File: src/hw/rtl/rppg_pkg.sv
`default_nettype none
package rppg_pkg;

  localparam int MAX_SIDE     = 4096;
  localparam int CORDIC_STEPS = 20;

  localparam int SIDE_W    = $clog2(MAX_SIDE + 1);
  localparam int PIX_W     = 24;
  localparam int PHASE_W   = 13;
  localparam int MODE_W    = 2;
  localparam int CFG_IDX_W = 3;
  localparam int CFG_W     = 13;
  localparam int X_W       = SIDE_W + 1;
  localparam int Y_W       = PIX_W + 1;
  localparam int SQ_W      = 2 * PIX_W + 2;
  localparam int ROOT_W    = SQ_W / 2;
  localparam int REM_W     = ROOT_W + 2;
  localparam int GEO_STEPS = ROOT_W;
  localparam int GEO_IDX_W = $clog2(GEO_STEPS);
  localparam int CORD_PRE  = 24;
  localparam int CORD_W    = Y_W + CORD_PRE + 2;
  localparam int Z_W       = 22;
  localparam int TURN_W    = 21;
  localparam int TURN_ONE  = 1 << 20;
  localparam int POS_W     = ROOT_W;
  localparam int SCALE_NUM = 33423;
  localparam int SCALE_W   = 16;
  localparam int PROD_W    = SIDE_W + SCALE_W;
  localparam int LATENCY   = 1 + PIX_W + 2 + GEO_STEPS + 5;

  localparam logic [MODE_W-1:0] MODE_CORNER  = 2'd0;
  localparam logic [MODE_W-1:0] MODE_RADIAL  = 2'd1;
  localparam logic [MODE_W-1:0] MODE_ANGULAR = 2'd2;

  localparam logic [CFG_IDX_W-1:0] REG_MODE   = 3'd0;
  localparam logic [CFG_IDX_W-1:0] REG_SIDE   = 3'd1;
  localparam logic [CFG_IDX_W-1:0] REG_PHASE0 = 3'd2;
  localparam logic [CFG_IDX_W-1:0] REG_PHASE1 = 3'd3;
  localparam logic [CFG_IDX_W-1:0] REG_PHASE2 = 3'd4;

  typedef struct packed {
    logic [PIX_W-1:0]  num;
    logic [SIDE_W-1:0] rem;
    logic [PIX_W-1:0]  quo;
  } div_t;

  typedef struct packed {
    logic [SQ_W-1:0]          n;
    logic [REM_W-1:0]         rem;
    logic [ROOT_W-1:0]        root;
    logic signed [CORD_W-1:0] a;
    logic signed [CORD_W-1:0] b;
    logic signed [Z_W-1:0]    z;
    logic [TURN_W-1:0]        off;
    logic                     spec;
    logic [TURN_W-1:0]        specf;
    logic [PIX_W-1:0]         cpos;
  } geo_t;

  typedef struct packed {
    logic                dpos;
    logic [SIDE_W-1:0]   dval;
  } shade_t;

  function automatic logic signed [Z_W-1:0] turn_angle(input logic [GEO_IDX_W-1:0] i);
    logic signed [Z_W-1:0] v;
    unique case (i)
      5'd0:  v = 22'sd131072;
      5'd1:  v = 22'sd77376;
      5'd2:  v = 22'sd40884;
      5'd3:  v = 22'sd20753;
      5'd4:  v = 22'sd10417;
      5'd5:  v = 22'sd5213;
      5'd6:  v = 22'sd2607;
      5'd7:  v = 22'sd1304;
      5'd8:  v = 22'sd652;
      5'd9:  v = 22'sd326;
      5'd10: v = 22'sd163;
      5'd11: v = 22'sd81;
      5'd12: v = 22'sd41;
      5'd13: v = 22'sd20;
      5'd14: v = 22'sd10;
      5'd15: v = 22'sd5;
      5'd16: v = 22'sd3;
      5'd17: v = 22'sd1;
      5'd18: v = 22'sd1;
      default: v = '0;
    endcase
    return v;
  endfunction

  function automatic shade_t shade(input logic [POS_W-1:0] pos,
                                   input logic [PHASE_W-1:0] phase,
                                   input logic [SIDE_W-1:0] side);
    logic signed [POS_W+1:0] diff;
    logic [POS_W+1:0]        mag;
    logic signed [POS_W+2:0] d;
    shade_t s;
    diff = $signed({2'b00, POS_W'(phase)}) - $signed({2'b00, pos});
    mag  = diff[POS_W+1] ? (POS_W+2)'(-diff) : diff;
    d    = $signed({3'b000, POS_W'(side)}) - $signed({1'b0, mag});
    s.dpos = !d[POS_W+2] && (d != '0);
    s.dval = d[SIDE_W-1:0];
    return s;
  endfunction

endpackage
`default_nettype wire

File: src/hw/rtl/rppg_div_cell.sv
`default_nettype none
module rppg_div_cell (
  input  wire logic                         clk,
  input  wire logic                         rst_n,
  input  wire logic [rppg_pkg::SIDE_W-1:0]  side,
  input  wire logic                         v_in,
  input  wire rppg_pkg::div_t               d_in,
  output logic                              v_out,
  output rppg_pkg::div_t                    d_out
);

  logic                        v_r;
  rppg_pkg::div_t              d_r, d_nxt;
  logic [rppg_pkg::SIDE_W:0]   trial;
  logic                        ge;

  always_comb begin
    trial = {d_in.rem, d_in.num[rppg_pkg::PIX_W-1]};
    ge    = trial >= {1'b0, side};
    d_nxt.num = d_in.num << 1;
    d_nxt.rem = ge ? rppg_pkg::SIDE_W'(trial - {1'b0, side}) : trial[rppg_pkg::SIDE_W-1:0];
    d_nxt.quo = {d_in.quo[rppg_pkg::PIX_W-2:0], ge};
  end

  always_ff @(posedge clk) begin
    if (!rst_n) begin
      v_r <= 1'b0;
    end else begin
      v_r <= v_in;
    end
    d_r <= d_nxt;
  end

  assign v_out = v_r;
  assign d_out = d_r;

endmodule
`default_nettype wire

File: config.mk
export PLATFORM = sky130hd
export DESIGN_NAME = rppg_div_cell
export DESIGN_NICKNAME = d
export VERILOG_FILES = /design/src/hw/rtl/rppg_pkg.sv /design/src/hw/rtl/rppg_div_cell.sv
export SDC_FILE = /design/constraint.sdc
export NUM_CORES = 1
export LEC_CHECK = 0
export BUFFER_PORTS_ARGS = -buffer_cell sky130_fd_sc_hd__buf_2
export CAP_MARGIN = 20
export CORE_AREA = 2 2 75 77
export CTS_CLUSTER_DIAMETER = 50
export DETAILED_ROUTE_END_ITERATION = 10
export DIE_AREA = 0 0 77 79
export PLACE_DENSITY_LB_ADDON = 0.3
export SLEW_MARGIN = 20
export SYNTH_ARGS = -nofsm -noshare
export SYNTH_HDL_FRONTEND = slang
export SYNTH_SLANG_ARGS = --single-unit
export TNS_END_PERCENT = 20
File: constraint.sdc
create_clock -name clk -period 2.8 [get_ports clk]
set_input_delay 0.14 -clock clk [delete_from_list [all_inputs] [get_ports clk]]
set_output_delay 0.14 -clock clk [all_outputs]
set_load 0.005 [all_outputs]
==> impl_metrics.csv, run 1 <==
group,metric,value,unit
synth,synth_area_leaders,"dfxtp_1 58%, ha_1 7.8%, mux2_4 5.0%",
clocking,cts_buffers,9,
clocking,cts_tree,"built",
worst_setup_path,required,3020,ps
synth,synth_cells,172,
synth,synth_top_area_share,58.44,%
clocking,clockRootBuffer,"clkbuf_8",
drt,drc_errors,0,
drt,num_vias,1929,
worst_hold_path,hp-class,"input pin to register",
worst_setup_path,path_max_fanout,14,
run,cap_violations,0,
drt,drt_iter0_markers,38,
floorplanning,die_w,77,um
clocking,path_clk_slew,70,ps
synth,ys_seq_area_share,58.44,%
power,power.internal,0.001669,W
global_route,antenna_found_initial,0,
power,switching_share,23.71,%
synth,syn_area,2090,sq um
timing,tns,0,ps
final_layout,antenna_cells,0,
clocking,cts_buffer_depth,2,
floorplanning,initial_core_util,39.15,%
place,dp_worst_setup_slack,304.1,ps
floorplanning,dieArea,6083,sq um
synth,ys_types,43,
worst_setup_path,crit_type,"input pin to register",
drt,wl,6206,um
timing,post-route-period-util,76.63,%
timing,hold_violations,0,
power,vdd_ir_drop_max,0.3317,mV
floorplanning,coreArea,5338,sq um
synth,synth_edf_count,0,
final_layout,drive_gt1_share,45.53,%
worst_setup_path,crit_family,"compound AO/OA/AOI/OAI gates",
drt,wl_per_cell,14.07,um
drt,first_pass_iters,4,
worst_setup_path,crit_path_max_incr_delay,450,ps
outcome,status,"finished clean",
global_route,overflow,0,
synth,synthTopCellsByCount,"61 x dfxtp_1, 15 x inv_1, 13 x ha_1",
place,dp_hpwl,3897,um
floorplanning,ios,139,
worst_setup_path,arrival,2360,ps
timing,setup_violations,0,
place,place.gp.congestion,0.7720,
timing,fin_hold_ws,28.50,ps
timing,layout_setup_ws,654.3,ps
synth,synth_ff_type,"dfxtp_1",
synth,syn_nets,263,
timing,fmax,466.0,MHz
synth,synth_top_cell_by_area,"dfxtp_1",
global_route,grt_max_degree,15,
worst_setup_path,worstSetupEndpointType,"register",
final_layout,synthToLayoutAreaGrowth,68.20,%
final_layout,utilization,65.85,%
clocking,htreeDepth,3,
drt,detail-route-antenna-nets,0,
worst_setup_path,path_cells,"buf_2 > inv_1 > ha_1 > fa_1 > nand2b_2 > a21oi_2 > o21ai_2 > a211oi_2 > o32a_2 > mux2_2",
power,p_comb_share,18.8,%
synth,ys_warn_count,0,
power,powerDensity,622.4,nW/um^2
global_route,first_global_vias,1909,
floorplanning,row_count,27,
power,leakagePower,1.786,nW
final_layout,fill_cells,410,
power,clock_power_share,37.1,%
global_route,track_usage,20.17,%
timing,rsz0062_at_grt,"false",
power,p_sw,0.0005186,W
worst_setup_path,worst-path-buf-inv,2,
synth,syn_avg_cell_area,12.15,sq um
clocking,cts_sinks,61,
synth,synth.most_common_cell,"dfxtp_1",
synth,yosys_register_bits,61,
timing,fin_crit,2146,ps
place,port_buffers,136,
worst_setup_path,worst-path-stages,10,
final_layout,nets,455,
worst_hold_path,min_path_cells,2,
worst_setup_path,start_kind,"input pin",
worst_setup_path,slowest_stage,"o32a_2",
timing,slew_violations,0,
power,pwr-share-seq,44.1,%
global_route,grt_pass1_wl,9349,um
drt,vias_per_cell,4.374,
synth,async_flop_share,0,%
floorplanning,die_h,79,um
## kinds of logic after synthesis
group                    after synthesis  synth area share, %
flip-flops                            61                58.44
XOR/XNOR                               9                3.772
adder cells (fa/ha/maj)               14                8.743
AO/OA/AOI/OAI                         26                8.443
AND/OR/NAND/NOR                       31                8.265
multiplexers                          13                8.144
other                                  1               0.1795
buffers and inverters                 17                4.012
## flip-flops by register name, summed over array words and instances, names as in the netlist
register	flops
d_out	60
v_out	1
## layer usage
layer	vias up	wire length (um)	global-route usage [%]
met2	93	3027	36.93
met4	0	110	8.571
met1	857	2574	21.36
li1	969	-	-
met5	-	0	0
met3	10	493	6.477
## layout by cell type, fill, tap and decap left out, drive strengths merged, types with 2 or more instances in the layout
cell type,netlist,final
mux2,11,11
nor3,2,2
nor2,8,8
nand2,4,4
a211oi,3,3
xnor2,4,4
dlygate4sd3,0,47
dfxtp,61,61
ha,13,13
nand2b,4,4
nand3,2,2
xor2,5,5
clkbuf,0,13
o21ai,6,6
inv,15,15
nor2b,2,2
buf,2,136
mux2i,2,2
or2,2,2
a21o,2,2
a21oi,9,9
## area by class of cell
type / count / area, sq um / share of cell area [%]
Clock buffer: 13 / 168.9 / 4.806
Clock inverter: 3 / 42.54 / 1.210
Inverter: 15 / 56.30 / 1.602
Multi-Input combinational cell: 94 / 784.5 / 22.32
Sequential cell: 61 / 1221 / 34.75
Tap cell: 72 / 90.09 / 2.563
Timing Repair Buffer: 183 / 1151 / 32.75
## metrics by stage
stage	area (sq um)	instances	total power, W
2_1_floorplan	2090	172	0.001187
3_3_place_gp	2833	378	0.001331
3_5_place_dp	2833	378	0.001338
4_1_cts	3515	441	0.002205
5_1_grt	3515	441	0.002288
6_report	3515	441	0.002187
## repair_timing
item / CTS / global route
gates resized for setup: 0 / 0
setup buffers: 0 / 0
hold endpoints to repair: 47 / 0
hold buffers: 47 / 0
## power groups by stage
stage          sequential, W  clock, W  combinational (W)
2_1_floorplan       0.000997         0           0.000190
3_3_place_gp        0.000980         0           0.000350
3_5_place_dp        0.000982         0           0.000356
4_1_cts             0.000964  0.000832           0.000409
5_1_grt             0.000971  0.000869           0.000449
6_report            0.000966  0.000811           0.000411
## worst paths after layout
check     start         to  slack, ps
min       rst_n      v_out         30
max    d_in[60]  d_out[27]        650
Power figures use the tool's default switching activity.
==> inputs of run 2 (changes only) <==
ABC_AREA = 1   (was not set)
CORE_AREA = 2 2 82 84   (was 2 2 75 77)
DIE_AREA = 0 0 84 86   (was 0 0 77 79)
clock period = 1.7 ns   (was 2.8 ns; I/O delays follow)
==> impl_metrics.csv, run 2 <==
group,metric,value,unit
power,p_comb_share,20.8,%
synth,synth_top_cell_by_area,"dfxtp_1",
clocking,cts_sinks,61,
global_route,first_global_vias,2399,
worst_setup_path,crit_type,"input pin to register",
floorplanning,die_w,84,um
synth,yosys_register_bits,61,
timing,hold_violations,0,
drt,detail-route-antenna-nets,0,
synth,ys_warn_count,0,
synth,async_flop_share,0,%
synth,synthTopCellsByCount,"68 x nand2_1, 61 x dfxtp_1, 57 x inv_1",
power,vdd_ir_drop_max,0.6467,mV
final_layout,synthToLayoutAreaGrowth,60.13,%
timing,fin_crit,1361,ps
worst_setup_path,worst-path-stages,12,
final_layout,nets,565,
worst_setup_path,crit_path_max_incr_delay,400,ps
power,switching_share,26.22,%
synth,synth_cells,277,
worst_setup_path,path_cells,"buf_2 > inv_1 > ha_1 > fa_1 > inv_1 > nand3_1 > nand3_1 > nand2_1 > nand2_1 > xor2_1 > nand2_1 > nand2_1",
run,cap_violations,0,
timing,slew_violations,0,
floorplanning,row_count,29,
drt,vias_per_cell,4.351,
global_route,track_usage,20.33,%
worst_setup_path,path_max_fanout,3,
synth,ys_seq_area_share,50.21,%
synth,synth-adder-area-share,7.510,%
place,port_buffers,136,
drt,wl,7158,um
global_route,antenna_found_initial,0,
global_route,busiest_layer,"met2",
floorplanning,ios,139,
worst_setup_path,crit_top_cell,"nand2_1",
worst_setup_path,slowest_stage,"fa_1",
clocking,clockRootBuffer,"clkbuf_8",
drt,num_vias,2419,
synth,synth_edf_count,0,
power,fin_total_pwr,0.003577,W
drt,wl_per_cell,12.87,um
timing,setup_violations,0,
clocking,cts_tree,"built",
global_route,grt_max_degree,19,
synth,ys_types,25,
synth,synth_compound_area_share,4.012,%
synth,syn_area,2432,sq um
floorplanning,coreArea,6277,sq um
global_route,grt_use_met2,37.16,%
global_route,overflow,0,
power,p_sw,0.0009377,W
clocking,cts_buffer_depth,2,
synth,synth-simple-area-share,25.05,%
global_route,grt_util_met1,22.79,%
worst_hold_path,min_path_cells,3,
synth,muxShareOfSynthArea,0,%
final_layout,drive_gt1_share,38.83,%
power,powerDensity,918.3,nW/um^2
worst_setup_path,required,1970,ps
timing,fmax,734.6,MHz
timing,rsz0062_at_grt,"false",
synth,synth.most_common_cell,"nand2_1",
clocking,cts_buffers,9,
synth,syn_nets,368,
worst_setup_path,crit_family,"adder cells",
place,dp_hpwl,4854,um
timing,post-route-period-util,80.08,%
global_route,grt_pass1_wl,11520,um
power,leakagePower,2.169,nW
final_layout,mostFrequentLayoutCell,"buf_2",
floorplanning,initial_core_util,38.75,%
final_layout,final_cell_mix,"136 x buf_2, 68 x nand2_1, 61 x dfxtp_1",
outcome,status,"finished clean",
final_layout,largest_reg_flops,60,
clocking,htreeDepth,3,
power,pwr-share-seq,44.2,%
global_route,use_met3,5.101,%
drt,first_pass_iters,4,
synth,synth_top_area_share,50.21,%
timing,tns,0,ps
worst_setup_path,worstSetupEndpointType,"register",
floorplanning,die_h,86,um
synth,syn_avg_cell_area,8.781,sq um
worst_setup_path,start_kind,"input pin",
power,power.internal,0.002639,W
floorplanning,dieArea,7224,sq um
synth,synth_area_leaders,"dfxtp_1 50%, nand2_1 10%, inv_1 8.8%",
final_layout,antenna_cells,0,
power,clock_power_share,35.0,%
synth,synth_ff_type,"dfxtp_1",
clocking,path_clk_slew,70,ps
synth,synth_xor_area_share,2.160,%
worst_setup_path,worst-path-buf-inv,3,
drt,drc_errors,0,
drt,drt_iter0_markers,51,
synth,synth_top_family_by_area,"simple AND/OR/NAND/NOR gates",
place,place.gp.congestion,0.8293,
worst_setup_path,arrival,1630,ps
worst_hold_path,hp-class,"input pin to register",
clocking,ctsResizeCount,0,
## run 2: cell count changes in the layout (fill, tap and decap cells not counted), moves of 7 or more
cell,delta
nand3_1,+9
nand2_1,+64
mux2_4,-7
nand2_2,+11
inv_1,+42
nand4_1,+10
## run 2: power by group through the flow
stage	combinational (W)	sequential, W	clock, W
final	0.000746	0.00158	0.00125
after global routing	0.000833	0.00159	0.00135
after floorplan	0.000354	0.00163	0
after detailed placement	0.000651	0.00161	0
after global placement	0.000643	0.00161	0
after CTS	0.000745	0.00158	0.00128
## run 2: area by class of cell
class / instances / area [sq um]
Clock buffer: 12 / 145.1
Clock inverter: 4 / 47.55
Fill cell: 525 / 2382
Inverter: 58 / 217.7
Multi-Input combinational cell: 154 / 945.9
Sequential cell: 61 / 1221
Tap cell: 77 / 96.34
Timing Repair Buffer: 190 / 1221
## run 2: path summary, 6_finish.rpt
check	from	end
min	d_in[30]	d_out[31]
max	d_in[60]	d_out[32]
## run 2: metal layers
| layer | share of wire (%) | vias to the layer above | wire length [um] |
|---|---|---|---|
| li1 | - | 1234 | - |
| met3 | 6.7 | 12 | 479 |
| met1 | 41 | 1081 | 2922 |
| met2 | 51 | 92 | 3651 |
| met4 | 1.5 | 0 | 105 |
| met5 | 0 | - | 0 |
## run 2: timing repair
action | in CTS | in global routing
hold buffers | 49 | 0
hold endpoints to repair | 48 | 0
setup buffers | 0 | 0
## run 2: per-stage QoR
stage / worst slack (ps) / hold slack [ps] / cells / utilization (%) / area (sq um)
3_5_place_dp: 20.51 / 188.9 / 491 / 51.17 / 3212
2_1_floorplan: 257.1 / 112.7 / 277 / - / 2432
6_report: 338.7 / 19.70 / 556 / 62.05 / 3895
3_3_place_gp: 72.14 / 187.9 / 491 / 51.17 / 3212
4_1_cts: 350.1 / 7.499 / 556 / 62.05 / 3895
5_1_grt: 202.6 / 30.15 / 556 / 62.05 / 3895
## run 2: cell families (layout without fill, tap and decap cells)
kind of cell / Yosys count / count (layout)
adder cells (fa/ha/maj): 14 / 14
AND/OR/NAND/NOR: 121 / 121
AO/OA/AOI/OAI: 12 / 12
flip-flops: 61 / 61
buffers and inverters: 62 / 264
XOR/XNOR: 6 / 6
other: 1 / 1
==> inputs of run 3 (changes only) <==
clock period = 1.15 ns   (was 1.7 ns; I/O delays follow)
==> impl_metrics.csv, run 3 (same netlist as run 2, synthesis figures left out) <==
group,metric,value,unit
outcome,status,"finished clean",
run,cap_violations,0,
clocking,postCtsSetupBuffers,0,
timing,fmax,897.9,MHz
floorplanning,ios,139,
global_route,first_global_vias,2548,
worst_setup_path,arrival,1330,ps
drt,wl_per_cell,13.65,um
floorplanning,die_h,86,um
worst_setup_path,path_cells,"buf_6 > inv_12 > ha_4 > fa_2 > inv_2 > nand2_1 > nand3_2 > nand2_4 > nand3_4 > buf_12 > o21ai_2",
place,place.gp.congestion,0.8361,
drt,drt_iter0_markers,68,
drt,drc_errors,0,
drt,num_vias,2580,
final_layout,largest_reg_flops,60,
clocking,cts_sinks,61,
clocking,cts_buffers,9,
global_route,overflow,0,
worst_setup_path,crit_path_max_incr_delay,360,ps
power,vdd_ir_drop_max,1.044,mV
clocking,clockRootBuffer,"clkbuf_8",
timing,setup_violations,0,
place,dp_worst_setup_slack,-414.8,ps
timing,slew_violations,0,
power,fin_total_pwr,0.005597,W
final_layout,synthToLayoutAreaGrowth,79.37,%
power,pwr-share-seq,41.9,%
timing,hold_violations,0,
timing,fin_hold_ws,20.46,ps
clocking,cts_tree,"built",
floorplanning,row_count,29,
place,dp_hpwl,5222,um
final_layout,fill_cells,471,
clocking,cts_buffer_depth,2,
worst_setup_path,required,1370,ps
drt,detail-route-antenna-nets,0,
worst_setup_path,path_max_fanout,10,
drt,first_pass_iters,4,
global_route,antenna_found_initial,0,
worst_setup_path,slowest_stage,"fa_2",
timing,post-route-period-util,96.85,%
power,p_sw,0.001485,W
power,power.internal,0.004111,W
timing,rsz0062_at_grt,"true",
power,clock_power_share,34.1,%
power,switching_share,26.54,%
global_route,track_usage,22.31,%
final_layout,mostFrequentLayoutCell,"buf_2",
clocking,path_clk_slew,60,ps
worst_setup_path,crit_family,"adder cells",
worst_setup_path,worstSetupEndpointType,"register",
final_layout,drive_gt1_share,48.05,%
timing,layout_setup_ws,36.28,ps
power,powerDensity,1283,nW/um^2
floorplanning,coreArea,6277,sq um
final_layout,antenna_cells,0,
worst_setup_path,start_kind,"input pin",
power,leakagePower,2.362,nW
drt,vias_per_cell,4.380,
place,port_buffers,136,
global_route,grt_pass1_wl,12560,um
power,p_comb_share,24.0,%
drt,wl,8039,um
global_route,grt_max_degree,12,
worst_hold_path,hp-class,"input pin to register",
clocking,htreeDepth,3,
worst_setup_path,worst-path-buf-inv,4,
final_layout,final_cell_mix,"135 x buf_2, 61 x dfxtp_1, 60 x nand2_1",
worst_setup_path,crit_type,"input pin to register",
floorplanning,die_w,84,um
floorplanning,initial_core_util,38.75,%
floorplanning,dieArea,7224,sq um
final_layout,nets,599,
timing,fin_crit,1114,ps
## run 3: cell types whose count changed in the layout (fill, tap and decap cells not counted), sizes merged
cell	before	now
buf	141	172
dlygate4sd3	49	51
## run 3: layout make-up
type | count | area [sq um] | area share (%)
clock buffer | 11 | 151.4 | 3.470
clock inverter | 4 | 47.55 | 1.090
inverter | 58 | 230.2 | 5.277
multi-input combinational | 154 | 1099 | 25.18
sequential | 61 | 1221 | 27.99
tap | 77 | 96.34 | 2.208
timing repair buffer | 224 | 1518 | 34.79
## run 3: final timing paths
path     start         to  slack (ps)  depth (start not counted)
max   d_in[60]  d_out[25]          40                         11
min   d_in[27]  d_out[28]          20                          3
## run 3: worst min-delay path: stages
cell     delay (ps)
buf_2           120
inv_1            60
o21ai_2          50
## run 3: power groups by stage
stage | registers (W) | logic, W | clock network (W)
4_1_cts | 0.00233 | 0.00130 | 0.00196
5_1_grt | 0.00235 | 0.00149 | 0.00205
3_5_place_dp | 0.00238 | 0.00115 | 0
2_1_floorplan | 0.00241 | 0.000583 | 0
6_report | 0.00234 | 0.00135 | 0.00191
3_3_place_gp | 0.00238 | 0.00113 | 0
## run 3: stage by stage
step	setup TNS [ps]	std cells	area [sq um]	util, %
2_1_floorplan	-1836	277	2576	-
3_3_place_gp	-4754	522	3595	57.27
3_5_place_dp	-5350	522	3595	57.27
4_1_cts	0	588	4312	68.69
5_1_grt	-80.90	589	4363	69.50
6_report	0	589	4363	69.50
## run 3: metal layers
layer  part of all wire (%)  track usage [%]  up-vias
li1                       -                -     1301
met1                     40            24.87     1156
met2                     52            40.95      107
met3                    6.4            6.545       16
met4                    2.1            7.185        0
met5                      0                0        -
## run 3: what timing repair did
action	CTS	global route
gates cloned	0	1
endpoints found under the setup margin	13	13
pin swaps	1	2
hold endpoints to repair	50	0
resized for setup	2	11
hold buffers	51	0
